$ cat src/rtl/speed_hysteresis_mode_switch_macros.svh
// Assertion macros for the top-level file, which checks its own logic with them.
`ifndef SPEED_HYSTERESIS_MODE_SWITCH_MACROS_SVH
`define SPEED_HYSTERESIS_MODE_SWITCH_MACROS_SVH

`ifndef NO_ASSERTIONS

`define SHMS_ASSERT_SAME(label, clk, rst_n, ante, cons) \
    label: assert property (@(posedge clk) disable iff (!rst_n) (ante) |-> (cons)) \
        else $error("assertion failed: same-cycle check");

`define SHMS_ASSERT_NEXT(label, clk, rst_n, ante, cons) \
    label: assert property (@(posedge clk) disable iff (!rst_n) (ante) |=> (cons)) \
        else $error("assertion failed: next-cycle check");

`else

`define SHMS_ASSERT_SAME(label, clk, rst_n, ante, cons)
`define SHMS_ASSERT_NEXT(label, clk, rst_n, ante, cons)

`endif

`endif

$ cat src/rtl/shms_pkg.sv
`timescale 1ns / 1ps

package shms_pkg;

    localparam int CFG_DATA_W  = 16;
    localparam int CFG_INDEX_W = 3;
    localparam int SPEED_W     = 16;
    localparam int HYST_W      = 15;
    localparam int HOLDOFF_W   = 16;
    localparam int BAND_W      = 18;

    typedef enum logic [1:0] {
        OP_SPEED    = 2'd0,
        OP_OVERRIDE = 2'd1,
        OP_TICK     = 2'd2
    } op_t;

    typedef enum logic [CFG_INDEX_W-1:0] {
        CFG_THRESHOLD     = 3'd0,
        CFG_HYSTERESIS    = 3'd1,
        CFG_HOLDOFF_TICKS = 3'd2,
        CFG_SWITCH_ENABLE = 3'd3,
        CFG_HIGH_SPEED_NEG = 3'd4
    } cfg_index_t;

    localparam logic signed [SPEED_W-1:0] THRESHOLD_RST     = 16'sd512;
    localparam logic [HYST_W-1:0]         HYSTERESIS_RST    = 15'd51;
    localparam logic [HOLDOFF_W-1:0]      HOLDOFF_TICKS_RST = 16'd1000;

    typedef struct packed {
        logic signed [SPEED_W-1:0] threshold;
        logic [HYST_W-1:0]         hysteresis;
        logic [HOLDOFF_W-1:0]      holdoff_ticks;
        logic                      switch_enable;
        logic                      high_speed_negative;
    } cfg_t;

    typedef struct packed {
        logic [1:0]                operation;
        logic                      item_valid;
        logic signed [SPEED_W-1:0] speed_sample;
        logic                      override_negative;
    } item_t;

    typedef struct packed {
        logic signed [SPEED_W-1:0] speed_echo;
        logic                      above_flag;
        logic                      sign_negative;
        logic                      switched;
        logic                      enable_echo;
    } result_t;

endpackage

$ cat src/rtl/shms_cfg.sv
`timescale 1ns / 1ps

module shms_cfg (
    input  logic                               aclk,
    input  logic                               aresetn,
    input  logic                               cfg_wr_en,
    input  logic [shms_pkg::CFG_INDEX_W-1:0]   cfg_wr_index,
    input  logic [shms_pkg::CFG_DATA_W-1:0]    cfg_wr_data,
    output shms_pkg::cfg_t                     cfg
);
    import shms_pkg::*;

    cfg_t cfg_reg;
    cfg_t cfg_next;

    always_comb begin
        cfg_next = cfg_reg;
        if (cfg_wr_en) begin
            case (cfg_index_t'(cfg_wr_index))
                CFG_THRESHOLD:      cfg_next.threshold = cfg_wr_data;
                CFG_HYSTERESIS:     cfg_next.hysteresis = cfg_wr_data[HYST_W-1:0];
                CFG_HOLDOFF_TICKS:  cfg_next.holdoff_ticks = cfg_wr_data[HOLDOFF_W-1:0];
                CFG_SWITCH_ENABLE:  cfg_next.switch_enable = cfg_wr_data[0];
                CFG_HIGH_SPEED_NEG: cfg_next.high_speed_negative = cfg_wr_data[0];
                default: ;
            endcase
        end
    end

    always_ff @(posedge aclk) begin
        if (!aresetn) begin
            cfg_reg.threshold           <= THRESHOLD_RST;
            cfg_reg.hysteresis          <= HYSTERESIS_RST;
            cfg_reg.holdoff_ticks       <= HOLDOFF_TICKS_RST;
            cfg_reg.switch_enable       <= 1'b1;
            cfg_reg.high_speed_negative <= 1'b0;
        end else begin
            cfg_reg <= cfg_next;
        end
    end

    assign cfg = cfg_reg;

endmodule

$ cat src/rtl/shms_core.sv
`timescale 1ns / 1ps

module shms_core (
    input  logic              aclk,
    input  logic              aresetn,
    input  shms_pkg::cfg_t    cfg,
    input  shms_pkg::item_t   item,
    input  logic              fire,
    output logic              has_result,
    output shms_pkg::result_t result
);
    import shms_pkg::*;

    logic                 primed_reg, primed_next;
    logic                 above_reg, above_next;
    logic                 sign_neg_reg, sign_neg_next;
    logic [HOLDOFF_W-1:0] holdoff_reg, holdoff_next;

    logic signed [BAND_W-1:0] speed_ext;
    logic signed [BAND_W-1:0] thr_ext;
    logic signed [BAND_W-1:0] hyst_ext;
    logic signed [BAND_W-1:0] band_hi;
    logic signed [BAND_W-1:0] band_lo;
    logic                     regime;
    logic                     want_neg;
    logic                     do_switch;

    assign speed_ext = BAND_W'(item.speed_sample);
    assign thr_ext   = BAND_W'(cfg.threshold);
    assign hyst_ext  = signed'({{(BAND_W-HYST_W){1'b0}}, cfg.hysteresis});
    assign band_hi   = thr_ext + hyst_ext;
    assign band_lo   = thr_ext - hyst_ext;

    always_comb begin
        if (!primed_reg) begin
            regime = (speed_ext >= thr_ext);
        end else if (above_reg && (speed_ext < band_lo)) begin
            regime = 1'b0;
        end else if (!above_reg && (speed_ext > band_hi)) begin
            regime = 1'b1;
        end else begin
            regime = above_reg;
        end
    end

    // The sign wanted above the threshold is the configured one, below it the opposite.
    assign want_neg  = regime ? cfg.high_speed_negative : !cfg.high_speed_negative;
    assign do_switch = primed_reg && (regime != above_reg) && cfg.switch_enable
                       && (holdoff_reg == '0) && (want_neg != sign_neg_reg);

    assign has_result = item.item_valid && (op_t'(item.operation) == OP_SPEED);

    always_comb begin
        primed_next   = primed_reg;
        above_next    = above_reg;
        sign_neg_next = sign_neg_reg;
        holdoff_next  = holdoff_reg;
        if (fire && item.item_valid) begin
            case (op_t'(item.operation))
                OP_SPEED: begin
                    primed_next = 1'b1;
                    above_next  = regime;
                    if (do_switch) begin
                        sign_neg_next = want_neg;
                        holdoff_next  = cfg.holdoff_ticks;
                    end
                end
                OP_OVERRIDE: begin
                    sign_neg_next = item.override_negative;
                end
                OP_TICK: begin
                    if (holdoff_reg != '0) begin
                        holdoff_next = holdoff_reg - 1'b1;
                    end
                end
                default: ;
            endcase
        end
    end

    always_comb begin
        result.speed_echo    = item.speed_sample;
        result.above_flag    = regime;
        result.sign_negative = do_switch ? want_neg : sign_neg_reg;
        result.switched      = do_switch;
        result.enable_echo   = cfg.switch_enable;
    end

    always_ff @(posedge aclk) begin
        if (!aresetn) begin
            primed_reg   <= 1'b0;
            above_reg    <= 1'b0;
            sign_neg_reg <= 1'b0;
            holdoff_reg  <= '0;
        end else begin
            primed_reg   <= primed_next;
            above_reg    <= above_next;
            sign_neg_reg <= sign_neg_next;
            holdoff_reg  <= holdoff_next;
        end
    end

endmodule

$ cat src/rtl/speed_hysteresis_mode_switch.sv
`timescale 1ns / 1ps
// Channel   Direction  Handshake        Payload
// s_        in         s_valid/s_ready  operation, item_valid, speed_sample, override_negative
// m_        out        m_valid/m_ready  speed_echo, above_flag, sign_negative, switched,
//                                       enable_echo
// cfg_wr_   in         cfg_wr_en        cfg_wr_index, cfg_wr_data
//
// Every request lands in an input register and is resolved against the state when it
// leaves it; a speed request's result is then registered in the output register.
// One request is taken per cycle while s_ready is high; overrides, ticks and invalid
// requests never stall. A speed request waits in the input register only while the
// output register is full and m_ready is low. Reset is synchronous and active low.

module speed_hysteresis_mode_switch (
    input  logic                                    aclk,
    input  logic                                    aresetn,
    input  logic                                    s_valid,
    output logic                                    s_ready,
    input  logic [1:0]                              s_operation,
    input  logic                                    s_item_valid,
    input  logic signed [shms_pkg::SPEED_W-1:0]     s_speed_sample,
    input  logic                                    s_override_negative,
    output logic                                    m_valid,
    input  logic                                    m_ready,
    output logic signed [shms_pkg::SPEED_W-1:0]     m_speed_echo,
    output logic                                    m_above_flag,
    output logic                                    m_sign_negative,
    output logic                                    m_switched,
    output logic                                    m_enable_echo,
    input  logic                                    cfg_wr_en,
    input  logic [shms_pkg::CFG_INDEX_W-1:0]        cfg_wr_index,
    input  logic [shms_pkg::CFG_DATA_W-1:0]         cfg_wr_data
);
    import shms_pkg::*;

    `include "speed_hysteresis_mode_switch_macros.svh"

    cfg_t    cfg;
    logic    in_valid_reg, in_valid_next;
    item_t   in_item_reg;
    logic    out_valid_reg, out_valid_next;
    result_t out_res_reg;
    logic    core_has_result;
    result_t core_result;
    logic    advance;

    shms_cfg u_cfg (
        .aclk         (aclk),
        .aresetn      (aresetn),
        .cfg_wr_en    (cfg_wr_en),
        .cfg_wr_index (cfg_wr_index),
        .cfg_wr_data  (cfg_wr_data),
        .cfg          (cfg)
    );

    shms_core u_core (
        .aclk       (aclk),
        .aresetn    (aresetn),
        .cfg        (cfg),
        .item       (in_item_reg),
        .fire       (advance),
        .has_result (core_has_result),
        .result     (core_result)
    );

    assign advance = in_valid_reg && (!core_has_result || !out_valid_reg || m_ready);
    assign s_ready = !in_valid_reg || advance;

    always_comb begin
        in_valid_next = in_valid_reg;
        if (s_valid && s_ready) begin
            in_valid_next = 1'b1;
        end else if (advance) begin
            in_valid_next = 1'b0;
        end
    end

    always_comb begin
        out_valid_next = out_valid_reg;
        if (advance && core_has_result) begin
            out_valid_next = 1'b1;
        end else if (m_ready) begin
            out_valid_next = 1'b0;
        end
    end

    always_ff @(posedge aclk) begin
        if (!aresetn) begin
            in_valid_reg  <= 1'b0;
            out_valid_reg <= 1'b0;
        end else begin
            in_valid_reg  <= in_valid_next;
            out_valid_reg <= out_valid_next;
        end
    end

    always_ff @(posedge aclk) begin
        if (s_valid && s_ready) begin
            in_item_reg.operation         <= s_operation;
            in_item_reg.item_valid        <= s_item_valid;
            in_item_reg.speed_sample      <= s_speed_sample;
            in_item_reg.override_negative <= s_override_negative;
        end
        if (advance && core_has_result) begin
            out_res_reg <= core_result;
        end
    end

    assign m_valid         = out_valid_reg;
    assign m_speed_echo    = out_res_reg.speed_echo;
    assign m_above_flag    = out_res_reg.above_flag;
    assign m_sign_negative = out_res_reg.sign_negative;
    assign m_switched      = out_res_reg.switched;
    assign m_enable_echo   = out_res_reg.enable_echo;

    `SHMS_ASSERT_NEXT(a_taken_request_held, aclk, aresetn, s_valid && s_ready, in_valid_reg)
    `SHMS_ASSERT_SAME(a_switch_needs_enable, aclk, aresetn, m_valid && m_switched, m_enable_echo)
    `SHMS_ASSERT_SAME(a_switch_sign_matches, aclk, aresetn, m_valid && m_switched,
        m_sign_negative == (m_above_flag == cfg.high_speed_negative))

endmodule

$ cat config.mk
export PLATFORM = sky130hd
export DESIGN_NAME = speed_hysteresis_mode_switch
export DESIGN_NICKNAME = d
export VERILOG_FILES = /design/src/rtl/shms_pkg.sv /design/src/rtl/shms_cfg.sv /design/src/rtl/shms_core.sv /design/src/rtl/speed_hysteresis_mode_switch.sv
export VERILOG_INCLUDE_DIRS = /design/src /design/src/rtl
export SDC_FILE = /design/constraint.sdc
export NUM_CORES = 1
export LEC_CHECK = 0
export BUFFER_PORTS_ARGS = -buffer_cell sky130_fd_sc_hd__buf_2
export CAP_MARGIN = 20
export CORE_ASPECT_RATIO = 0.75
export CORE_MARGIN = 3
export CORE_UTILIZATION = 60
export CTS_CLUSTER_DIAMETER = 120
export DETAILED_ROUTE_END_ITERATION = 6
export GPL_TIMING_DRIVEN = 0
export PLACE_DENSITY = 0.79
export SLEW_MARGIN = 10
export SYNTH_ARGS = -nofsm -noshare
export SYNTH_HDL_FRONTEND = slang
export SYNTH_SLANG_ARGS = --single-unit
$ cat constraint.sdc
create_clock -name aclk -period 4.9 [get_ports aclk]
set_input_delay 0.98 -clock aclk [delete_from_list [all_inputs] [get_ports aclk]]
set_output_delay 0.98 -clock aclk [all_outputs]
set_load 0.02 [all_outputs]
==> results of run 1 <==
layout make-up:
cell class	count	area share, %
Inverter	55	2.50
Buffer	33	2.40
Multi-Input combinational cell	611	51.7
Tap cell	157	2.38
Clock inverter	7	0.956
Sequential cell	110	31.6
Timing Repair Buffer	80	5.73
Clock buffer	9	2.73
cells in the mapped netlist, types with 9 or more instances:
library cell / n / area, µm²
nor3_1: 29 / 145
nor2_1: 55 / 206
inv_1: 55 / 206
clkbuf_1: 25 / 93.8
a211oi_1: 15 / 113
o211ai_1: 11 / 82.6
edfxtp_1: 40 / 1200
a31oi_1: 11 / 68.8
xnor2_1: 21 / 184
o21ai_0: 22 / 110
nor2b_1: 12 / 75.1
dfxtp_1: 70 / 1400
nand3_1: 20 / 100
ha_1: 80 / 1000
nand2b_1: 9 / 56.3
a21oi_1: 87 / 435
nand2_1: 123 / 462
worst register-to-register path: cells and delay by family (launching register included):
kind                     cells  cell delay (ns)
XOR/XNOR                     1             0.12
adder cells (fa/ha/maj)      3             0.74
AND/OR/NAND/NOR              1             0.18
buffers and inverters        5             0.69
AO/OA/AOI/OAI               13             2.71
flip-flops                   1             0.37
power groups by stage:
stage / Clock (mW) / Combinational [mW] / Sequential [mW]
5_1_grt: 0.778 / 0.348 / 0.993
3_5_place_dp: 0 / 0.283 / 1.01
3_3_place_gp: 0 / 0.270 / 1.01
2_1_floorplan: 0 / 0.192 / 1.01
4_1_cts: 0.746 / 0.298 / 0.990
6_report: 0.743 / 0.315 / 0.991
stage by stage:
stage | power (mW) | utilization, % | setup slack [ns] | std cells
floorplan | 1.20 | - | 0.568 | 812
global placement | 1.28 | 67.8 | -0.652 | 1034
detailed placement | 1.29 | 68.0 | -0.802 | 1036
CTS | 2.03 | 71.7 | 0.0195 | 1054
global route | 2.12 | 73.5 | -0.0844 | 1062
finish | 2.05 | 73.5 | 0.0690 | 1062
worst paths after layout:
path                            end  slack, ns
max          u_core.holdoff_reg[15]       0.07
min                 m_speed_echo[0]       0.46
max reg2reg  u_core.holdoff_reg[15]       0.07
min reg2reg         m_speed_echo[0]       0.46
per-layer routing:
metal  vias up  track usage, %  part of all wire [%]
li1       3101               -                     -
met1      3057            42.1                    47
met2       241            46.5                    44
met3        31            6.41                   8.0
met4         0            7.18                   1.7
met5         -               0                     0
cells by family (layout without fill, tap and decap cells):
kind of cell | count (synthesis) | in the layout | synth area share (%)
buffers and inverters | 91 | 184 | 5.81
flip-flops | 110 | 110 | 36.7
XOR/XNOR | 24 | 24 | 2.97
adder cells (fa/ha/maj) | 82 | 82 | 14.7
AO/OA/AOI/OAI | 205 | 205 | 19.5
multiplexers | 3 | 3 | 0.424
AND/OR/NAND/NOR | 297 | 297 | 19.9
repair_timing:
item,4_1_cts,5_1_grt
buffers inserted,3,8
gates resized for setup,19,25
endpoints found under the setup margin,21,21
gates cloned,0,2
pin swaps,5,15
==> results.rst, run 1 <==
.. list-table::
   :header-rows: 1

   * - Metric
     - Value
   * - Outcome
     - completed
   * - Leading cell type in the layout, fill and taps excluded
     - nand2_1
   * - Portion of the post-synthesis area used by sequential elements
     - a little under two fifths
   * - Top Family by Delay on Critical Path
     - compound AO/OA/AOI/OAI gates
   * - Global-route wire length before repair
     - roughly 31000 µm
   * - Required time worst endpoint
     - 5.21 ns
   * - Crit path max-delay cell type
     - a211oi_4
   * - Combinational share of power
     - approximately 15%
   * - Clock root buffer master
     - clkbuf_16
   * - Crit path cell chain
     - ha_2 -> inv_1 -> fa_2 -> o21bai_1 -> a21oi_2 -> o21bai_1 -> a221oi_2 -> buf_4 -> o41ai_4 -> o41ai_2 -> buf_4 -> buf_4 -> xnor2_2 -> ha_2 -> a211oi_2 -> o21ai_2 -> a211oi_4 -> o2111ai_4 -> a21o_4 -> a32o_2 -> nor2_4 -> buf_6 -> o221a_2
   * - Pin slew with the least headroom to its limit
     - 0.997 ns
   * - Die Y
     - roughly 100 µm
   * - Nature of the critical path endpoint
     - register
   * - Logic depth of the worst path, buffers included
     - 23
   * - Die width
     - roughly 130 µm
   * - Area growth from synthesis to final layout
     - 16.4%
   * - Launching element type of the critical path
     - register
   * - Worst Path Class, Setup
     - reg2reg
   * - Clk_skew
     - a little over 0.01 ns
   * - Reported max-cap violation count
     - 0
   * - Tightest Hold Check Type
     - reg2reg
   * - Yosys warning count
     - 0
   * - Switching Share
     - just under 30%
   * - Most used DFF post-synth
     - dfxtp_1
   * - Most frequent cells in the layout
     - 123 x nand2_1, 85 x a21oi_1, 77 x ha_1, 68 x buf_2, 67 x dfxtp_1
   * - Post-synthesis sequential element count
     - 110
   * - Post-layout nets
     - 1026
   * - Fin crit period
     - between 4 and 5 ns
   * - Top-level I/O count
     - 66
   * - Maximum buffer depth of the clock tree
     - 2
   * - Sum of overflow across all layers after global routing
     - 0
   * - TritonCTS clock tree
     - yes
   * - Final clock period utilization by the worst path
     - 98.6%
   * - Crit-path max cell delay
     - roughly 0.39 ns
   * - Share of layout cells above drive strength 1
     - a little under a fifth
   * - Floorplan Core Area
     - about 11000 µm²
   * - Switching power summed over all nets
     - a little under 0.6 mW
   * - Number of antenna violations at the first check in global routing
     - 0
   * - Drt total wl
     - between 15000 and 20000 µm
   * - Diodes inserted
     - 0
   * - Number of sinks handled by clock tree synthesis
     - 110
   * - Maximum clock frequency
     - ~210 MHz
   * - Clock slew seen by the registers of the worst setup and hold paths
     - around 0.08 ns
   * - Hold-fix buffer count after cts
     - 0
   * - Average routed wire per standard cell
     - about 18 µm
   * - Number of DRC violations after detailed-routing iteration 0
     - approximately 560
   * - Number of iterations in the first detailed-routing pass
     - 7
   * - Total via count in the routed design
     - 6430
   * - Clock latency reported for the late side of the worst-skew pair
     - roughly 0.36 ns
   * - GRT Total Usage
     - between 20% and 30%
   * - Synthesized area
     - roughly 7000 µm²
   * - Internal power summed over all cells
     - 1.46 mW
   * - Relative contribution of the clock network to total power
     - between 30% and 40%
   * - Most used cell, CP
     - buf_4
   * - Ys async rst share
     - 0%
   * - # setup viols final
     - 0
   * - Crit path arrival time
     - roughly 5.1 ns
   * - Cell area after layout
     - about 8200 µm²
   * - Final-layout worst hold slack
     - around 0.46 ns
   * - Fillers
     - around 900
   * - Post-synthesis net count
     - around 940
   * - Count of input and output buffers
     - 65
   * - Number of flops mapped to enable cells by yosys
     - 40
   * - Via count of the first global-routing pass
     - about 6000
   * - Multi-input combinational cell area
     - approximately 4300 µm²
   * - Relative slew margins
     - 33.6%
   * - Pin count of the biggest net entering global routing
     - 22
   * - Highest net fanout along the worst path
     - 4
   * - Maximum vdd ir drop
     - 167 µV
   * - Yosys cell types
     - between 70 and 80
   * - Area taken by flip-flops and latches
     - 2610 µm²
   * - Worst setup path start
     - u_cfg.cfg[18]
   * - GPL Wtd Cong
     - around 0.94
   * - Drt via density
     - about 6
   * - Post-detailed-placement half-perimeter wirelength
     - around 15000 µm
   * - CTS H-tree lvls
     - 3
   * - Total number of placement rows
     - 33
   * - Bufs and invs on worst path
     - 5
   * - Initial Util
     - a little over three fifths
   * - Number of cells produced by synthesis
     - approximately 810
   * - Hold violation count in the final report
     - 0
   * - Remaining number of nets flagged by the antenna check after routing
     - 0
   * - Proportion of power drawn by flip-flops and latches
     - 48.4%
   * - Instance area after placement
     - between 7000 and 8000 µm²
   * - Setup_tns
     - 0 ns
   * - Power per unit of standard cell area
     - 248 nW/µm²
   * - Num CTS Buffers
     - 9
   * - Worst Reg-to-Reg Cells
     - 23
   * - DRC violations left
     - 0
   * - Leakage dissipation
     - 3.26 nW
   * - Area of the die
     - between 10000 and 15000 µm²
   * - Max reg flops
     - 49
   * - Launch instance of the worst register-to-register path
     - u_cfg.cfg[18]
   * - Min-delay src
     - in_item_reg[1]
   * - Number of cells on the worst hold path
     - 0
   * - Number of slew-limit violations in the final report
     - 0
   * - Post-synthesis average cell area
     - 8.73 µm²
No activity file was read; power rests on OpenSTA's default activity.
==> run 2, diff against run 1 <==
--- a/config.mk
+++ b/config.mk
@@ -14,7 +14,7 @@
 export CTS_CLUSTER_DIAMETER = 120
 export DETAILED_ROUTE_END_ITERATION = 6
 export GPL_TIMING_DRIVEN = 0
-export PLACE_DENSITY = 0.79
+export PLACE_DENSITY_LB_ADDON = 0.25
 export SLEW_MARGIN = 10
 export SYNTH_ARGS = -nofsm -noshare
 export SYNTH_HDL_FRONTEND = slang
==> run 2 against run 1 <==
- sequential share of layout area grew 0.11 points
- non-clock buffer count is the same
- core utilization shrank 0.33 points
- hold slack lost 0.0030 ns
- cell count is essentially flat
- wire length grew 0.85%
- via count grew 1.4%
- clock power shrank 1%
- critical path depth shrank 1
- clock skew grew 0.0011 ns
==> results.rst, run 2 (synthesis gave the netlist of run 1 again) <==
.. list-table::
   :header-rows: 1

   * - Metric
     - Value
   * - Outcome
     - completed (unchanged)
   * - Post-layout nets
     - 1026 (unchanged)
   * - Relative contribution of the clock network to total power
     - 36.0% (was 36.3%)
   * - Proportion of power drawn by flip-flops and latches
     - 48.7% (was 48.4%)
   * - Sum of overflow across all layers after global routing
     - 0 (unchanged)
   * - GRT Total Usage
     - 29.5% (was 29.6%)
   * - Final clock period utilization by the worst path
     - 97.5% (was 98.6%)
   * - GPL Wtd Cong
     - 0.969 (was 0.942)
   * - Setup_tns
     - 0 ns (unchanged)
   * - Die width
     - 132 µm (unchanged)
   * - Final cell count without fillers
     - 1061 (was 1062)
   * - Max reg flops
     - 49 (unchanged)
   * - Number of DRC violations after detailed-routing iteration 0
     - 593 (was 556)
   * - Min setup slack post-route
     - 0.121 ns (was 0.0690 ns)
   * - Number of iterations in the first detailed-routing pass
     - 7 (unchanged)
   * - CTS H-tree lvls
     - 3 (unchanged)
   * - Switching Share
     - 27.7% (was 28.9%)
   * - Launching element type of the critical path
     - register (unchanged)
   * - Number of slew-limit violations in the final report
     - 0 (unchanged)
   * - Pin count of the biggest net entering global routing
     - 21 (was 22)
   * - Top-level I/O count
     - 66 (unchanged)
   * - Worst setup slack after placement
     - -0.730 ns (was -0.802 ns)
   * - Share of layout cells above drive strength 1
     - 18.4% (was 18.8%)
   * - DRC violations left
     - 0 (unchanged)
   * - Reported max-cap violation count
     - 0 (unchanged)
   * - Diodes inserted
     - 0 (unchanged)
   * - Bufs and invs on worst path
     - 3 (was 5)
   * - Tightest Hold Check Type
     - reg2reg (unchanged)
   * - TritonCTS clock tree
     - yes (unchanged)
   * - Crit-path max cell delay
     - 0.42 ns (was 0.39 ns)
   * - Switching power summed over all nets
     - 0.564 mW (was 0.592 mW)
   * - Leakage dissipation
     - 3.25 nW (was 3.26 nW)
   * - Via count of the first global-routing pass
     - 6148 (was 6122)
   * - Highest net fanout along the worst path
     - 4 (unchanged)
   * - Clock slew seen by the registers of the worst setup and hold paths
     - 0.08 ns (about the same)
   * - Area of the die
     - 13200 µm² (unchanged)
   * - Clock root buffer master
     - clkbuf_16 (unchanged)
   * - # setup viols final
     - 0 (unchanged)
   * - Met1 track utilization from global routing
     - 41.3% (was 42.1%)
   * - Crit path max-delay cell type
     - fa_1 (was a211oi_4)
   * - Floorplan Core Area
     - 11200 µm² (unchanged)
   * - Drt total wl
     - 19700 µm (was 19500 µm)
   * - Top Family by Delay on Critical Path
     - compound AO/OA/AOI/OAI gates (unchanged)
   * - Hold-fix buffer count after cts
     - 0 (unchanged)
   * - Met2 Resource Use GR
     - 46.5% (about the same)
   * - Final-layout worst hold slack
     - 0.458 ns (was 0.461 ns)
   * - Crit path cell chain
     - ha_1 -> inv_1 -> fa_1 -> o21bai_1 -> a21oi_2 -> o21bai_2 -> a221oi_2 -> o41ai_2 -> o41ai_2 -> buf_4 -> nor4_4 -> a211oi_2 -> ha_1 -> a211oi_1 -> o21ai_1 -> a211oi_4 -> o2111ai_4 -> a21o_4 -> a32o_2 -> nor2_4 -> buf_4 -> o221a_2 (was ha_2 -> inv_1 -> fa_2 -> o21bai_1 -> a21oi_2 -> o21bai_1 -> a221oi_2 -> buf_4 -> o41ai_4 -> o41ai_2 -> buf_4 -> buf_4 -> xnor2_2 -> ha_2 -> a211oi_2 -> o21ai_2 -> a211oi_4 -> o2111ai_4 -> a21o_4 -> a32o_2 -> nor2_4 -> buf_6 -> o221a_2)
   * - Pin slew with the least headroom to its limit
     - 1.12 ns (was 0.997 ns)
   * - Drt via density
     - 6.15 (was 6.05)
   * - Number of antenna violations at the first check in global routing
     - 0 (unchanged)
   * - Hold violation count in the final report
     - 0 (unchanged)
   * - Worst Path Class, Setup
     - reg2reg (unchanged)
   * - Final core utilization
     - 73.1% (was 73.5%)
   * - Clock latency reported for the late side of the worst-skew pair
     - 0.36 ns (about the same)
   * - Fin crit period
     - 4.78 ns (was 4.83 ns)
   * - Count of input and output buffers
     - 65 (unchanged)
   * - Combinational share of power
     - 15.3% (was 15.4%)
   * - Post-detailed-placement half-perimeter wirelength
     - 14800 µm (about the same)
   * - Remaining number of nets flagged by the antenna check after routing
     - 0 (unchanged)
   * - Average routed wire per standard cell
     - 18.6 µm (was 18.4 µm)
   * - Maximum buffer depth of the clock tree
     - 2 (unchanged)
   * - Most frequent cells in the layout
     - 123 x nand2_1, 84 x a21oi_1, 78 x ha_1, 68 x buf_2, 67 x dfxtp_1 (was 123 x nand2_1, 85 x a21oi_1, 77 x ha_1, 68 x buf_2, 67 x dfxtp_1)
   * - Relative slew margins
     - 25.6% (was 33.6%)
   * - Global Route met3 Usage
     - 7.11% (was 6.41%)
   * - Number of sinks handled by clock tree synthesis
     - 110 (unchanged)
   * - Total number of placement rows
     - 33 (unchanged)
   * - Leading cell type in the layout, fill and taps excluded
     - nand2_1 (unchanged)
   * - Maximum vdd ir drop
     - 184 µV (was 167 µV)
   * - Die Y
     - 100 µm (unchanged)
   * - Crit path arrival time
     - 5.08 ns (was 5.14 ns)
   * - Internal power summed over all cells
     - 1.47 mW (was 1.46 mW)
   * - Num CTS Buffers
     - 9 (unchanged)
   * - Area growth from synthesis to final layout
     - 15.8% (was 16.4%)
   * - Nature of the critical path endpoint
     - register (unchanged)
   * - Clk_skew
     - 0.0112 ns (was 0.0102 ns)
   * - Maximum clock frequency
     - 209 MHz (was 207 MHz)
   * - Initial Util
     - 63.1% (unchanged)
   * - Most congested layer reported by global routing
     - met2 (unchanged)
   * - Global-route wire length before repair
     - 31100 µm (about the same)
   * - Power per unit of standard cell area
     - 248 nW/µm² (about the same)
   * - Required time worst endpoint
     - 5.20 ns (was 5.21 ns)
   * - Total via count in the routed design
     - 6520 (was 6430)
   * - Number of placed cells counting well taps
     - 1036 (unchanged)
-- run 2: cell count changes in the layout (fill, tap and decap cells not counted), sizes merged --
cell	previous run	this run
buf	85	84
inv	57	58
clkbuf	36	39
clkinv	5	1
-- run 2: area by class of cell --
| cell class | count | area [µm²] |
|---|---|---|
| fill | 860 | 3020 |
| clock inverter | 4 | 37.5 |
| tap | 157 | 196 |
| sequential | 110 | 2610 |
| multi-input combinational | 611 | 4250 |
| clock buffer | 11 | 253 |
| inverter | 55 | 206 |
| buffer | 34 | 201 |
| timing repair buffer | 79 | 458 |
-- run 2: power by group through the flow --
| stage | Clock [mW] | Combinational, mW | Sequential [mW] |
|---|---|---|---|
| 2_1_floorplan | 0 | 0.192 | 1.01 |
| 3_3_place_gp | 0 | 0.269 | 1.01 |
| 3_5_place_dp | 0 | 0.282 | 1.01 |
| 4_1_cts | 0.736 | 0.295 | 0.990 |
| 5_1_grt | 0.777 | 0.344 | 0.994 |
| 6_report | 0.734 | 0.311 | 0.991 |
-- run 2: what timing repair did --
item	in CTS	in global routing
setup buffers	5	5
endpoints found under the setup margin	21	18
gates cloned	0	2
pin swaps	7	18
resized for setup	21	20
-- run 2: per-layer routing --
| layer | wire length [µm] | up-vias |
|---|---|---|
| met4 | 351 | 0 |
| met1 | 9010 | 3127 |
| met3 | 1680 | 36 |
| met2 | 8670 | 274 |
| met5 | 0 | - |
| li1 | - | 3083 |
-- run 2: path summary, 6_finish.rpt --
path	cells past startpoint	to	startpoint	slack (ns)
worst max-delay path	22	u_core.holdoff_reg[0]	u_cfg.cfg[33]	0.12
worst min-delay path	0	m_speed_echo[0]	in_item_reg[1]	0.46
worst max register to register	22	u_core.holdoff_reg[0]	u_cfg.cfg[33]	0.12
worst min register to register	0	m_speed_echo[0]	in_item_reg[1]	0.46
-- run 2: worst register-to-register path: stages (launching register included) --
cell,delay (ns)
dfxtp_2,0.37
ha_1,0.16
inv_1,0.05
fa_1,0.42
o21bai_1,0.18
a21oi_2,0.10
o21bai_2,0.16
a221oi_2,0.10
o41ai_2,0.32
o41ai_2,0.13
buf_4,0.17
nor4_4,0.15
a211oi_2,0.06
ha_1,0.22
a211oi_1,0.21
o21ai_1,0.16
a211oi_4,0.38
o2111ai_4,0.22
a21o_4,0.27
a32o_2,0.26
nor2_4,0.24
buf_4,0.19
o221a_2,0.19
-- run 2: per-stage QoR --
step	instance area, µm²	power, mW
2_1_floorplan	7090	1.20
3_3_place_gp	7610	1.28
3_5_place_dp	7630	1.29
4_1_cts	8040	2.02
5_1_grt	8210	2.11
6_report	8210	2.04
